<file path="src/rtl/core/crc8_packet_framer_unit_macros.svh">
// Assertion macros shared by the packet framer modules.
`ifndef CRC8_PACKET_FRAMER_UNIT_MACROS_SVH
`define CRC8_PACKET_FRAMER_UNIT_MACROS_SVH

`ifndef SYNTHESIS
`define CRC8PF_ASSERT_SAME(label, ante, cons) \
    label: assert property (@(posedge clk) disable iff (!rst_n) (ante) |-> (cons)) \
        else $error("crc8pf assertion failed");
`define CRC8PF_ASSERT_NEXT(label, ante, cons) \
    label: assert property (@(posedge clk) disable iff (!rst_n) (ante) |=> (cons)) \
        else $error("crc8pf assertion failed");
`else
`define CRC8PF_ASSERT_SAME(label, ante, cons)
`define CRC8PF_ASSERT_NEXT(label, ante, cons)
`endif

`endif

</file>
<file path="src/rtl/core/crc8pf_pkg.sv">
// Package with the shared types and constants of the packet framer.
`timescale 1ns / 1ps

package crc8pf_pkg;

    localparam logic CMD_START   = 1'b0;
    localparam logic CMD_PAYLOAD = 1'b1;

    localparam logic [7:0] CRC_POLY     = 8'h07;
    localparam logic [7:0] CRC_TOP_BIT  = 8'h80;
    localparam logic [7:0] MARKER_RESET = 8'hAA;

    localparam int BURST_DEPTH = 5;
    localparam int IDX_W       = 3;
    localparam int PADDR_W     = 2;

    localparam logic [PADDR_W-1:0] ADDR_START_MARKER = 2'd0;

    localparam logic [IDX_W-1:0] IDX_FIRST  = 3'd0;
    localparam logic [IDX_W-1:0] IDX_SECOND = 3'd1;
    localparam logic [IDX_W-1:0] IDX_HDR_END = 3'd3;
    localparam logic [IDX_W-1:0] IDX_ZERO_LEN_CRC = 3'd4;

    typedef struct packed {
        logic        command;
        logic [7:0]  packet_type;
        logic [15:0] payload_length;
        logic [7:0]  data_byte;
    } item_t;

    // Up to five output bytes produced by one command.
    typedef struct packed {
        logic [BURST_DEPTH-1:0][7:0] bytes;
        logic [IDX_W-1:0]            last_idx;
        logic                        crc_last;
        logic                        err;
    } burst_t;

endpackage

</file>
<file path="src/rtl/core/crc8pf_if.sv">
// Handshake interfaces for the command and transmit channels.
`timescale 1ns / 1ps

interface crc8pf_cmd_if;
    logic        valid;
    logic        ready;
    logic        command;
    logic [7:0]  packet_type;
    logic [15:0] payload_length;
    logic [7:0]  data_byte;

    modport source (output valid, command, packet_type, payload_length, data_byte,
                    input ready);
    modport sink   (input valid, command, packet_type, payload_length, data_byte,
                    output ready);
endinterface

interface crc8pf_tx_if;
    logic       valid;
    logic       ready;
    logic [7:0] tx_byte;
    logic       frame_end;
    logic       error;
    logic       run_last;

    modport source (output valid, tx_byte, frame_end, error, run_last, input ready);
    modport sink   (input valid, tx_byte, frame_end, error, run_last, output ready);
endinterface

</file>
<file path="src/rtl/core/crc8pf_crc_fold.sv">
// Folds one byte into a CRC-8 (poly 0x07, MSB first).
`timescale 1ns / 1ps

module crc8pf_crc_fold (
    input  logic [7:0] crc,
    input  logic [7:0] data,
    output logic [7:0] result
);

    always_comb
    begin
        logic [7:0] v;
        v = crc ^ data;
        for (int k = 0; k < 8; k++)
        begin
            if ((v & crc8pf_pkg::CRC_TOP_BIT) != 8'd0)
            begin
                v = {v[6:0], 1'b0} ^ crc8pf_pkg::CRC_POLY;
            end
            else
            begin
                v = {v[6:0], 1'b0};
            end
        end
        result = v;
    end

endmodule

</file>
<file path="src/rtl/core/crc8pf_cfg.sv">
// APB register file holding the start marker.
`timescale 1ns / 1ps

module crc8pf_cfg (
    input  logic                              clk,
    input  logic                              rst_n,
    input  logic                              psel,
    input  logic                              penable,
    input  logic                              pwrite,
    input  logic [crc8pf_pkg::PADDR_W-1:0]    paddr,
    input  logic [31:0]                       pwdata,
    output logic [31:0]                       prdata,
    output logic                              pready,
    output logic [7:0]                        start_marker
);

    logic [7:0] marker_reg;
    logic [7:0] marker_next;
    logic       wr_en;

    assign pready = 1'b1;
    assign wr_en  = psel && penable && pwrite && (paddr == crc8pf_pkg::ADDR_START_MARKER);

    always_comb
    begin
        marker_next = marker_reg;
        if (wr_en)
        begin
            marker_next = pwdata[7:0];
        end
    end

    always_ff @(posedge clk or negedge rst_n)
    begin
        if (!rst_n)
        begin
            marker_reg <= crc8pf_pkg::MARKER_RESET;
        end
        else
        begin
            marker_reg <= marker_next;
        end
    end

    assign prdata = (paddr == crc8pf_pkg::ADDR_START_MARKER) ? {24'd0, marker_reg} : 32'd0;
    assign start_marker = marker_reg;

endmodule

</file>
<file path="src/rtl/core/crc8pf_frame_ctrl.sv">
// Command register, frame state and result burst generation.
`timescale 1ns / 1ps
`include "crc8_packet_framer_unit_macros.svh"

module crc8pf_frame_ctrl (
    input  logic                   clk,
    input  logic                   rst_n,
    crc8pf_cmd_if.sink             cmd,
    input  logic [7:0]             start_marker,
    input  logic                   seq_free,
    output logic                   load,
    output crc8pf_pkg::burst_t     burst
);

    crc8pf_pkg::item_t item_reg;
    crc8pf_pkg::item_t item_next;
    logic              item_valid_reg;
    logic              item_valid_next;
    logic              open_reg;
    logic              open_next;
    logic [15:0]       left_reg;
    logic [15:0]       left_next;
    logic [7:0]        crc_reg;
    logic [7:0]        crc_next;
    logic [7:0]        crc_fold;
    logic              cmd_accept;

    crc8pf_crc_fold u_crc (
        .crc    (crc_reg),
        .data   (item_reg.data_byte),
        .result (crc_fold)
    );

    // The held command moves on once the output sequencer can take its burst.
    assign load       = item_valid_reg && seq_free;
    assign cmd.ready  = !item_valid_reg || load;
    assign cmd_accept = cmd.valid && cmd.ready;

    always_comb
    begin
        item_next       = item_reg;
        item_valid_next = item_valid_reg;
        if (cmd_accept)
        begin
            item_next.command        = cmd.command;
            item_next.packet_type    = cmd.packet_type;
            item_next.payload_length = cmd.payload_length;
            item_next.data_byte      = cmd.data_byte;
            item_valid_next          = 1'b1;
        end
        else if (load)
        begin
            item_valid_next = 1'b0;
        end
    end

    always_comb
    begin
        burst     = '0;
        open_next = open_reg;
        left_next = left_reg;
        crc_next  = crc_reg;
        if (item_reg.command == crc8pf_pkg::CMD_START)
        begin
            if (open_reg)
            begin
                burst.err = 1'b1;
            end
            else
            begin
                burst.bytes[0] = start_marker;
                burst.bytes[1] = item_reg.packet_type;
                burst.bytes[2] = item_reg.payload_length[15:8];
                burst.bytes[3] = item_reg.payload_length[7:0];
                crc_next       = 8'd0;
                left_next      = item_reg.payload_length;
                if (item_reg.payload_length == 16'd0)
                begin
                    // Empty payload: the CRC of nothing follows the header at once.
                    burst.last_idx = crc8pf_pkg::IDX_ZERO_LEN_CRC;
                    burst.crc_last = 1'b1;
                    open_next      = 1'b0;
                end
                else
                begin
                    burst.last_idx = crc8pf_pkg::IDX_HDR_END;
                    open_next      = 1'b1;
                end
            end
        end
        else
        begin
            if (!open_reg)
            begin
                burst.err = 1'b1;
            end
            else
            begin
                burst.bytes[0] = item_reg.data_byte;
                left_next      = left_reg - 16'd1;
                if (left_reg == 16'd1)
                begin
                    burst.bytes[1] = crc_fold;
                    burst.last_idx = crc8pf_pkg::IDX_SECOND;
                    burst.crc_last = 1'b1;
                    open_next      = 1'b0;
                    crc_next       = 8'd0;
                end
                else
                begin
                    burst.last_idx = crc8pf_pkg::IDX_FIRST;
                    crc_next       = crc_fold;
                end
            end
        end
    end

    always_ff @(posedge clk)
    begin
        item_reg <= item_next;
    end

    always_ff @(posedge clk or negedge rst_n)
    begin
        if (!rst_n)
        begin
            item_valid_reg <= 1'b0;
            open_reg       <= 1'b0;
            left_reg       <= 16'd0;
            crc_reg        <= 8'd0;
        end
        else
        begin
            item_valid_reg <= item_valid_next;
            if (load)
            begin
                open_reg <= open_next;
                left_reg <= left_next;
                crc_reg  <= crc_next;
            end
        end
    end

    `CRC8PF_ASSERT_SAME(a_open_matches_count, 1'b1, open_reg == (left_reg != 16'd0))
    `CRC8PF_ASSERT_SAME(a_closed_crc_clear, !open_reg, crc_reg == 8'd0)
    `CRC8PF_ASSERT_NEXT(a_crc_closes_frame, load && burst.crc_last, !open_reg)

endmodule

</file>
<file path="src/rtl/core/crc8pf_out_seq.sv">
// Output sequencer: holds one result burst and sends it a byte per transaction.
`timescale 1ns / 1ps
`include "crc8_packet_framer_unit_macros.svh"

module crc8pf_out_seq (
    input  logic                   clk,
    input  logic                   rst_n,
    input  logic                   load,
    input  crc8pf_pkg::burst_t     burst,
    output logic                   seq_free,
    crc8pf_tx_if.source            tx
);

    crc8pf_pkg::burst_t            burst_reg;
    logic                          busy_reg;
    logic                          busy_next;
    logic [crc8pf_pkg::IDX_W-1:0]  idx_reg;
    logic [crc8pf_pkg::IDX_W-1:0]  idx_next;
    logic                          at_last;
    logic                          tx_accept;

    assign at_last   = (idx_reg == burst_reg.last_idx);
    assign tx_accept = tx.valid && tx.ready;
    assign seq_free  = !busy_reg || (tx_accept && at_last);

    assign tx.valid     = busy_reg;
    assign tx.tx_byte   = burst_reg.bytes[idx_reg];
    assign tx.frame_end = burst_reg.crc_last && at_last;
    assign tx.error     = burst_reg.err;
    assign tx.run_last  = at_last;

    always_comb
    begin
        busy_next = busy_reg;
        idx_next  = idx_reg;
        if (load)
        begin
            busy_next = 1'b1;
            idx_next  = crc8pf_pkg::IDX_FIRST;
        end
        else if (tx_accept)
        begin
            if (at_last)
            begin
                busy_next = 1'b0;
            end
            else
            begin
                idx_next = idx_reg + 3'd1;
            end
        end
    end

    always_ff @(posedge clk)
    begin
        if (load)
        begin
            burst_reg <= burst;
        end
    end

    always_ff @(posedge clk or negedge rst_n)
    begin
        if (!rst_n)
        begin
            busy_reg <= 1'b0;
            idx_reg  <= crc8pf_pkg::IDX_FIRST;
        end
        else
        begin
            busy_reg <= busy_next;
            idx_reg  <= idx_next;
        end
    end

    `CRC8PF_ASSERT_SAME(a_error_single, busy_reg && burst_reg.err, burst_reg.last_idx == crc8pf_pkg::IDX_FIRST)
    `CRC8PF_ASSERT_SAME(a_idx_in_burst, busy_reg, idx_reg <= burst_reg.last_idx)
    `CRC8PF_ASSERT_NEXT(a_load_starts_burst, load, busy_reg && idx_reg == crc8pf_pkg::IDX_FIRST)

endmodule

</file>
<file path="src/rtl/core/crc8_packet_framer_unit.sv">
// Top level of the length-prefixed packet framer with CRC-8.
//
//   Port group   Role     Transaction payload
//   cmd          sink     command, packet_type, payload_length, data_byte
//   tx           source   tx_byte, frame_end, error, run_last
//   APB          slave    start_marker at byte address 0
//
// A command is held in an input register and combinationally turned into its burst
// of results; the output sequencer then sends one byte per cycle while tx is ready.
// A payload command that does not close the frame yields one byte, so payload bytes
// stream at one per cycle while tx is ready; a start yields four bytes, five for an
// empty payload, and a frame-closing byte two. The rate is set by the single tx byte
// per cycle. One further command is taken and held while the tx side stalls.
// After reset the marker is 0xAA and no frame is open; no clearing pass is needed.
`timescale 1ns / 1ps

module crc8_packet_framer_unit (
    input  logic                              clk,
    input  logic                              rst_n,
    crc8pf_cmd_if.sink                        cmd,
    crc8pf_tx_if.source                       tx,
    input  logic                              psel,
    input  logic                              penable,
    input  logic                              pwrite,
    input  logic [crc8pf_pkg::PADDR_W-1:0]    paddr,
    input  logic [31:0]                       pwdata,
    output logic [31:0]                       prdata,
    output logic                              pready
);

    logic               load;
    logic               seq_free;
    logic [7:0]         start_marker;
    crc8pf_pkg::burst_t burst;

    crc8pf_cfg u_cfg (
        .clk          (clk),
        .rst_n        (rst_n),
        .psel         (psel),
        .penable      (penable),
        .pwrite       (pwrite),
        .paddr        (paddr),
        .pwdata       (pwdata),
        .prdata       (prdata),
        .pready       (pready),
        .start_marker (start_marker)
    );

    crc8pf_frame_ctrl u_ctrl (
        .clk          (clk),
        .rst_n        (rst_n),
        .cmd          (cmd),
        .start_marker (start_marker),
        .seq_free     (seq_free),
        .load         (load),
        .burst        (burst)
    );

    crc8pf_out_seq u_seq (
        .clk      (clk),
        .rst_n    (rst_n),
        .load     (load),
        .burst    (burst),
        .seq_free (seq_free),
        .tx       (tx)
    );

endmodule
</file>
<file path="src/flat_wrapper.sv">
// flat-port wrapper written by rule: the top's interface ports become plain ports
module crc8_packet_framer_unit_flat 
  (clk, rst_n, psel, penable, pwrite, paddr, pwdata, prdata, pready, cmd_valid, cmd_command, cmd_packet_type, cmd_payload_length, cmd_data_byte, cmd_ready, tx_valid, tx_tx_byte, tx_frame_end, tx_error, tx_run_last, tx_ready);
  crc8pf_cmd_if cmd_i ();
  crc8pf_tx_if tx_i ();
  input  logic clk;
  input  logic rst_n;
  input  logic psel;
  input  logic penable;
  input  logic pwrite;
  input  logic [crc8pf_pkg::PADDR_W-1:0] paddr;
  input  logic [31:0] pwdata;
  output logic [31:0] prdata;
  output logic pready;
  input wire logic [$bits(cmd_i.valid)-1:0] cmd_valid;
  input wire logic [$bits(cmd_i.command)-1:0] cmd_command;
  input wire logic [$bits(cmd_i.packet_type)-1:0] cmd_packet_type;
  input wire logic [$bits(cmd_i.payload_length)-1:0] cmd_payload_length;
  input wire logic [$bits(cmd_i.data_byte)-1:0] cmd_data_byte;
  output wire logic [$bits(cmd_i.ready)-1:0] cmd_ready;
  output wire logic [$bits(tx_i.valid)-1:0] tx_valid;
  output wire logic [$bits(tx_i.tx_byte)-1:0] tx_tx_byte;
  output wire logic [$bits(tx_i.frame_end)-1:0] tx_frame_end;
  output wire logic [$bits(tx_i.error)-1:0] tx_error;
  output wire logic [$bits(tx_i.run_last)-1:0] tx_run_last;
  input wire logic [$bits(tx_i.ready)-1:0] tx_ready;
  assign cmd_i.valid = cmd_valid;
  assign cmd_i.command = cmd_command;
  assign cmd_i.packet_type = cmd_packet_type;
  assign cmd_i.payload_length = cmd_payload_length;
  assign cmd_i.data_byte = cmd_data_byte;
  assign cmd_ready = cmd_i.ready;
  assign tx_valid = tx_i.valid;
  assign tx_tx_byte = tx_i.tx_byte;
  assign tx_frame_end = tx_i.frame_end;
  assign tx_error = tx_i.error;
  assign tx_run_last = tx_i.run_last;
  assign tx_i.ready = tx_ready;
  crc8_packet_framer_unit u_core (.clk(clk), .rst_n(rst_n), .cmd(cmd_i), .tx(tx_i), .psel(psel), .penable(penable), .pwrite(pwrite), .paddr(paddr), .pwdata(pwdata), .prdata(prdata), .pready(pready));
endmodule
</file>
<file path="config.mk">
export PLATFORM = sky130hd
export DESIGN_NAME = crc8_packet_framer_unit_flat
export DESIGN_NICKNAME = d
export VERILOG_FILES = /design/src/rtl/core/crc8pf_pkg.sv /design/src/rtl/core/crc8pf_if.sv /design/src/rtl/core/crc8pf_crc_fold.sv /design/src/rtl/core/crc8pf_cfg.sv /design/src/rtl/core/crc8pf_frame_ctrl.sv /design/src/rtl/core/crc8pf_out_seq.sv /design/src/rtl/core/crc8_packet_framer_unit.sv /design/src/flat_wrapper.sv
export VERILOG_INCLUDE_DIRS = /design/src /design/src/rtl/core
export SDC_FILE = /design/constraint.sdc
export NUM_CORES = 1
export LEC_CHECK = 0
export BUFFER_PORTS_ARGS = -buffer_cell sky130_fd_sc_hd__buf_4
export CELL_PAD_IN_SITES_DETAIL_PLACEMENT = 0
export CELL_PAD_IN_SITES_GLOBAL_PLACEMENT = 1
export CORE_MARGIN = 2
export CORE_UTILIZATION = 46
export DETAILED_ROUTE_END_ITERATION = 8
export GPL_TIMING_DRIVEN = 0
export PLACE_DENSITY_LB_ADDON = 0.1
export SLEW_MARGIN = 20
export SYNTH_ARGS = -nofsm -noshare
export SYNTH_HDL_FRONTEND = slang
export SYNTH_SLANG_ARGS = --single-unit
</file>
<file path="constraint.sdc">
create_clock -name clk -period 5.95 [get_ports clk]
set_input_delay 1.19 -clock clk [delete_from_list [all_inputs] [get_ports clk]]
set_output_delay 1.19 -clock clk [all_outputs]
set_load 0.02 [all_outputs]
</file>
==> results of run 1 <==
## layout make-up
cell class              instances  area (um^2)
clock buffers                   9          225
clock inverters                 7         92.6
inverters                       7         26.3
fillers                       927         4570
well taps                     140          175
plain buffers                  37          246
multi-input cells             282         1970
flip-flops and latches        108         3060
repair buffers                 72          581
## cell usage in the layout (no fill, tap or decap), types with 4 or more instances in the layout
master | Yosys | final
mux2_2 | 8 | 8
ha_1 | 4 | 4
buf_4 | 25 | 95
nor4_1 | 10 | 10
nor3_1 | 7 | 7
nor2_1 | 13 | 13
and2_1 | 36 | 34
inv_1 | 6 | 6
conb_1 | 2 | 25
buf_2 | 5 | 5
mux4_2 | 8 | 8
o21ai_0 | 21 | 21
clkbuf_1 | 6 | 6
clkbuf_16 | 0 | 9
a21oi_1 | 13 | 13
or4_1 | 4 | 4
xnor2_1 | 18 | 18
o22ai_1 | 12 | 12
dfstp_2 | 4 | 4
edfxtp_1 | 70 | 70
nand4_1 | 12 | 12
o31ai_1 | 7 | 7
nand2_1 | 29 | 29
dfrtp_1 | 34 | 34
a22o_1 | 9 | 9
## worst min-delay path: stages (launching register included)
cell and delay (ps):
dfrtp_1 360, nand2_1 50, o31ai_1 60
## path summary, 6_finish.rpt
check / from / to / slack [ps] / cells past startpoint
hold / removal: u_core.u_ctrl.crc_reg[7]$_DFFE_PN0P_ / u_core.u_ctrl.crc_reg[7]$_DFFE_PN0P_ / 510 / 2
setup / recovery: u_core.u_seq.idx_reg[0]$_DFFE_PN0P_ / tx_tx_byte[7] / 2750 / 4
max in group asynchronous: rst_n / u_core.u_seq.idx_reg[1]$_DFFE_PN0P_ / 4740 / 1
min in group asynchronous: rst_n / u_core.u_cfg.start_marker[4]$_DFFE_PN0P_ / 830 / 1
hold reg to reg: u_core.u_ctrl.crc_reg[7]$_DFFE_PN0P_ / u_core.u_ctrl.crc_reg[7]$_DFFE_PN0P_ / 510 / 2
setup reg to reg: u_core.u_ctrl.item_reg[32]$_DFFE_PP_ / u_core.u_seq.burst_reg[14]$_DFFE_PP_ / 3420 / 5
## report_power, final
group | internal [mW] | switching (mW) | total [mW] | leakage (nW)
Clock | 0.338 | 0.283 | 0.621 | 0.155
Combinational | 0.447 | 0.529 | 0.976 | 1.30
Sequential | 0.971 | 0.115 | 1.09 | 1.10
## cell families after synthesis
logic type | share of synthesized area
AND/OR/NAND/NOR | 0.141
flip-flops | 0.587
AO/OA/AOI/OAI | 0.0985
buffers and inverters | 0.0524
XOR/XNOR | 0.0545
multiplexers | 0.0557
adder cells (fa/ha/maj) | 0.00961
other | 0.00144
## layer usage
| metal | GRT usage | routed length, um | vias up |
|---|---|---|---|
| li1 | - | - | 1708 |
| met3 | 0.0510 | 715 | 12 |
| met4 | 0.0550 | 169 | 0 |
| met1 | 0.271 | 5300 | 1731 |
| met2 | 0.297 | 5290 | 126 |
| met5 | 0 | 0 | - |
==> impl_metrics.csv, run 1 <==
group,metric,value,unit
outcome,status,"finished clean",
yosys,synth-edff-count,70,
run,drv_cap,0,
sta,fin_crit_sh,0.538,
cts,ctsLongestPathBuffers,2,
sta,maxSlewHeadroom,0.474,
cts,cts_root_buf,"clkbuf_16",
sta,fin_crit,3200,ps
yosys,synth.distinct_cells,54,
route,ant_nets,0,
final_layout,postLayoutCoreUtil,0.582,
route,drt-total-wl,11500,um
final_layout,drive_gt1_frac,0.295,
route,drtIter0Drc,230,
cts,path_clk_slew,70,ps
setup_path,crit_path_start_kind,"flip-flop",
final_layout,nets,595,
floorplan,row_count,38,
final_layout,syn_to_final_growth,22.3,%
sta,fmax,313,MHz
power,ir_drop,0.000262,V
floorplan,die_width,110,um
yosys,synth_area_per_cell,12.7,um^2
hold_path,hp-class,"flip-flop to flip-flop",
final_layout,fin_cells,662,
route,vias,3577,
yosys,syn_area,0.00521,mm^2
setup_path,worst-path-buf-inv,2,
floorplan,die-area,0.0122,mm^2
yosys,synth-main-ff-cell,"edfxtp_1",
floorplan,die_h,110,um
route,wl_per_cell,17.3,um
yosys,synth_area_leaders,"edfxtp_1, dfrtp_1, and2_1",
route,first_pass_iters,5,
sta,hold_slack,506,ps
cts,worstSkewPairLatency,350,ps
final_layout,largest_reg_flops,36,
setup_path,cp.required,4760,ps
cts,cts_tree,"yes",
yosys,seq_area_frac_synth,0.587,
yosys,synth_cells,411,
floorplan,start_util,0.476,
cts,cts_max_level,3,
cts,holdBufCountCts,0,
sta,final-hold-violation-count,0,
global_routing,grt_max_degree,39,
yosys,yosysMostFrequentCell,"edfxtp_1",
cts,clock-sinks,108,
cts,cts_buffers,9,
floorplan,core_area,0.0109,mm^2
global_routing,grt_pass1_wl,18300,um
sta,slew_viol_final,0,
setup_path,cp_slowest_cell,"mux4_2",
sta,fin_setup_tns,0,ps
final_layout,n_antenna_cell,0,
floorplan,ios,120,
setup_path,end_kind,"output pin",
global_routing,grt_overflow,0,
route,via_per_inst,5.40,
yosys,yosys.area.top_type_share,0.404,
placed_design,place_area,0.00605,mm^2
yosys,async_flop_share,0.352,
placed_design,hpwlAfterDp,8400,um
placed_design,post-place-cells,646,
setup_path,max_stage_delay,540,ps
setup_path,cp_top_family,"multiplexers",
final_layout,stdcell_area,0.00637,mm^2
setup_path,arrival,2010,ps
route,drc,0,
sta,worst_slew_pin_slew,786,ps
global_routing,grt_pass1_vias,3453,
placed_design,place_ws,2720,ps
placed_design,io_buffers,70,
setup_path,worstSetupPathType,"flip-flop to output pin",
setup_path,crit_fanout,10,
yosys,synth-seq-cells,108,
cts,post_cts_resized,0,
global_routing,grtUsageTotal,0.193,
yosys,synth_top_area_cell,"edfxtp_1",
sta,finClkSkew,9.80,ps
power,power.total,2.68,mW
sta,setup_viol,0,
setup_path,crit_chain,"buf_2, mux4_2, and2_1, buf_4",
power,power_leakage,2.55,nW
placed_design,gp_congestion,0.886,
sta,rsz0062_at_grt,"false",
sta,fin_ws,2750,ps
yosys,ys_warn_count,0,
global_routing,grt_antenna_before_repair,0,
yosys,synthTopCellsByCount,"edfxtp_1, and2_1, dfrtp_1",
power,powerDensity,421,mW/mm^2
cts,post_cts_buffers,0,
Power figures use the tool's default switching activity.
==> run 2, diff against run 1 <==
- ABC_AREA: default -> 1
- CORE_UTILIZATION: 46 -> 41
- clock period: 5.95 -> 3.3 ns (I/O delays scaled with it)
==> run 2 against run 1 <==
Clock-buffer cell count increased by 2; sequential share of layout area decreased by 2.6 points; wire length increased by 14%; clock skew about the same; total power increased by 97%; register-to-register slack got worse by 2600 ps; area after synthesis increased by 7.9%; via count increased by 21%; combinational power increased by 120%; cell area increased by 5.6%; sequential cell count unchanged; sequential power increased by 88%; critical endpoint is now tx_tx_byte[6]; largest cell class unchanged.
==> impl_metrics.csv, run 2 <==
group,metric,value,unit
outcome,status,"finished clean",
global_routing,grt_pass1_vias,4265,
power,pwr-share-clk,0.196,
setup_path,max_stage_delay,370,ps
final_layout,fillers,1289,
power,seqPwrFrac,0.389,
setup_path,rrSetupSlack,850,ps
power,power.total,5.28,mW
yosys,seq_area_frac_synth,0.544,
sta,hold_slack,277,ps
setup_path,end_kind,"output pin",
placed_design,hpwlAfterDp,9800,um
sta,slew_viol_final,0,
setup_path,reg2reg_from,"u_core.u_ctrl.item_reg[32]$_DFFE_PP_",
cts,cts_root_buf,"clkbuf_16",
cts,ctsLongestPathBuffers,2,
global_routing,grt_pass1_wl,21500,um
yosys,synth.distinct_cells,37,
power,combPwrFrac,0.415,
cts,path_clk_slew,80,ps
sta,fmax,385,MHz
setup_path,reg2reg_depth,9,
placed_design,place_ws,830,ps
final_layout,syn_to_final_growth,19.8,%
floorplan,die_width,121,um
final_layout,largest_reg_flops,36,
floorplan,ios,120,
power,p_int,3.12,mW
setup_path,timing.rr.end,"u_core.u_ctrl.crc_reg[7]$_DFFE_PN0P_",
final_layout,nets,832,
setup_path,arrival,1940,ps
yosys,synthTopCellsByCount,"nand2_1, nor2_1, inv_1",
placed_design,post-place-cells,919,
run,drv_cap,0,
global_routing,grt_overflow,0,
final_layout,final_common_cell,"nand2_1",
cts,post_cts_buffers,0,
floorplan,row_count,42,
yosys,async_flop_share,0.352,
setup_path,crit_path_start_kind,"flip-flop",
placed_design,place_area,0.00645,mm^2
power,p_sw_frac,0.409,
cts,cts_max_level,3,
yosys,synth-edff-count,70,
power,ir_drop,0.000284,V
yosys,ys_warn_count,0,
yosys,synth_area_per_cell,8.64,um^2
sta,final-hold-violation-count,0,
final_layout,n_antenna_cell,0,
global_routing,grtUsageTotal,0.193,
global_routing,grt_max_degree,39,
cts,cts_tree,"yes",
floorplan,core_area,0.0133,mm^2
cts,clock-sinks,108,
route,wl_per_cell,13.9,um
yosys,synth_cells,650,
hold_path,hp-class,"input pin to asynchronous set/reset pin",
cts,cts_buffers,9,
yosys,yosysMostFrequentCell,"nand2_1",
yosys,synth-seq-cells,108,
power,powerDensity,785,mW/mm^2
yosys,yosys.area.top_type_share,0.374,
setup_path,cp_common_cell,"nor2_1",
sta,fin_crit,2600,ps
floorplan,start_util,0.423,
cts,holdBufCountCts,0,
cts,worstSkewPairLatency,360,ps
sta,fin_crit_sh,0.786,
route,first_pass_iters,5,
route,ant_nets,0,
route,vias,4323,
setup_path,cp.required,2640,ps
placed_design,gp_congestion,0.855,
sta,rsz0062_at_grt,"false",
final_layout,postLayoutCoreUtil,0.506,
sta,fin_setup_tns,0,ps
power,p_sw,2.16,mW
final_layout,fin_cells,935,
cts,post_cts_resized,0,
power,power_leakage,3.26,nW
global_routing,grt_antenna_before_repair,0,
setup_path,worstSetupPathType,"flip-flop to output pin",
yosys,synth-main-ff-cell,"edfxtp_1",
route,drtIter0Drc,230,
sta,setup_viol,0,
setup_path,crit_fanout,10,
floorplan,die-area,0.0147,mm^2
final_layout,stdcell_area,0.00673,mm^2
yosys,synth_area_leaders,"edfxtp_1, dfrtp_1, nand2_1",
sta,finClkSkew,10.2,ps
final_layout,final_cell_mix,"nand2_1, buf_4, nor2_1, inv_1, edfxtp_1",
route,via_per_inst,4.62,
sta,fin_ws,705,ps
setup_path,cp_slowest_cell,"dfrtp_1",
yosys,synth_top_area_cell,"edfxtp_1",
yosys,syn_area,0.00562,mm^2
final_layout,drive_gt1_frac,0.187,
sta,maxSlewHeadroom,0.472,
sta,worst_slew_pin_slew,790,ps
placed_design,io_buffers,70,
route,drc,0,
setup_path,crit_chain,"buf_6, clkbuf_1, nor2_1, nor2_1, o21ai_0, a21oi_1, buf_4",
floorplan,die_h,121,um
route,drt-total-wl,13000,um
## run 2: worst max-delay path by stage
stage | from | to | slack, ps
floorplan | u_core.u_seq.idx_reg[0]$_DFFE_PN0P_ | u_core.u_ctrl.item_reg[0]$_DFFE_PP_ | 1020
global placement | tx_ready | u_core.u_ctrl.item_reg[11]$_DFFE_PP_ | 670
detailed placement | u_core.u_ctrl.item_reg[32]$_DFFE_PP_ | u_core.u_ctrl.crc_reg[7]$_DFFE_PN0P_ | 830
CTS | u_core.u_seq.idx_reg[0]$_DFFE_PN0P_ | tx_tx_byte[5] | 670
global route | u_core.u_seq.idx_reg[0]$_DFFE_PN0P_ | tx_tx_byte[2] | 520
finish | u_core.u_seq.idx_reg[0]$_DFFE_PN0P_ | tx_tx_byte[6] | 700
## run 2: metal layers
layer	vias up	wire length, um	part of all wire	global-route usage
met5	-	0	0	0
met4	0	288	0.022	0.0814
met3	19	570	0.044	0.0324
met2	123	5810	0.45	0.298
met1	1956	6370	0.49	0.269
li1	2225	-	-	-
## run 2: cell type report
type / count / area (um^2) / area share
buffer: 42 / 313 / 0.0465
clock buffer: 11 / 233 / 0.0346
clock inverter: 5 / 46.3 / 0.00688
inverter: 78 / 298 / 0.0443
multi-input combinational: 445 / 2040 / 0.303
sequential: 108 / 3060 / 0.454
tap: 176 / 220 / 0.0327
timing repair buffer: 70 / 526 / 0.0781
## run 2: cells by family (layout without fill, tap and decap cells)
| group | Yosys count | in the layout | synth area share |
|---|---|---|---|
| and+or+nand+nor | 335 | 335 | 0.249 |
| buffers and inverters | 120 | 206 | 0.109 |
| DFF | 108 | 108 | 0.544 |
| AOI/OAI and AO/OA | 67 | 67 | 0.0650 |
| xor gates and xnor gates | 14 | 14 | 0.0232 |
| adders and majority gates | 4 | 4 | 0.00891 |
| other | 2 | 25 | 0.00134 |
## run 2: worst max-delay path, delay by kind of cell (launching register included)
kind                   cells  cell delay, ps
AO/OA/AOI/OAI              2             330
AND/OR/NAND/NOR            2             190
buffers and inverters      3             690
flip-flops                 1             370
## run 2: power by group through the flow
stage	clock network, mW	logic (mW)	registers [mW]
floorplan	0	1.59	2.02
global placement	0	2.16	2.07
detailed placement	0	2.20	2.08
CTS	1.06	2.21	2.05
global route	1.12	2.49	2.10
finish	1.04	2.19	2.05
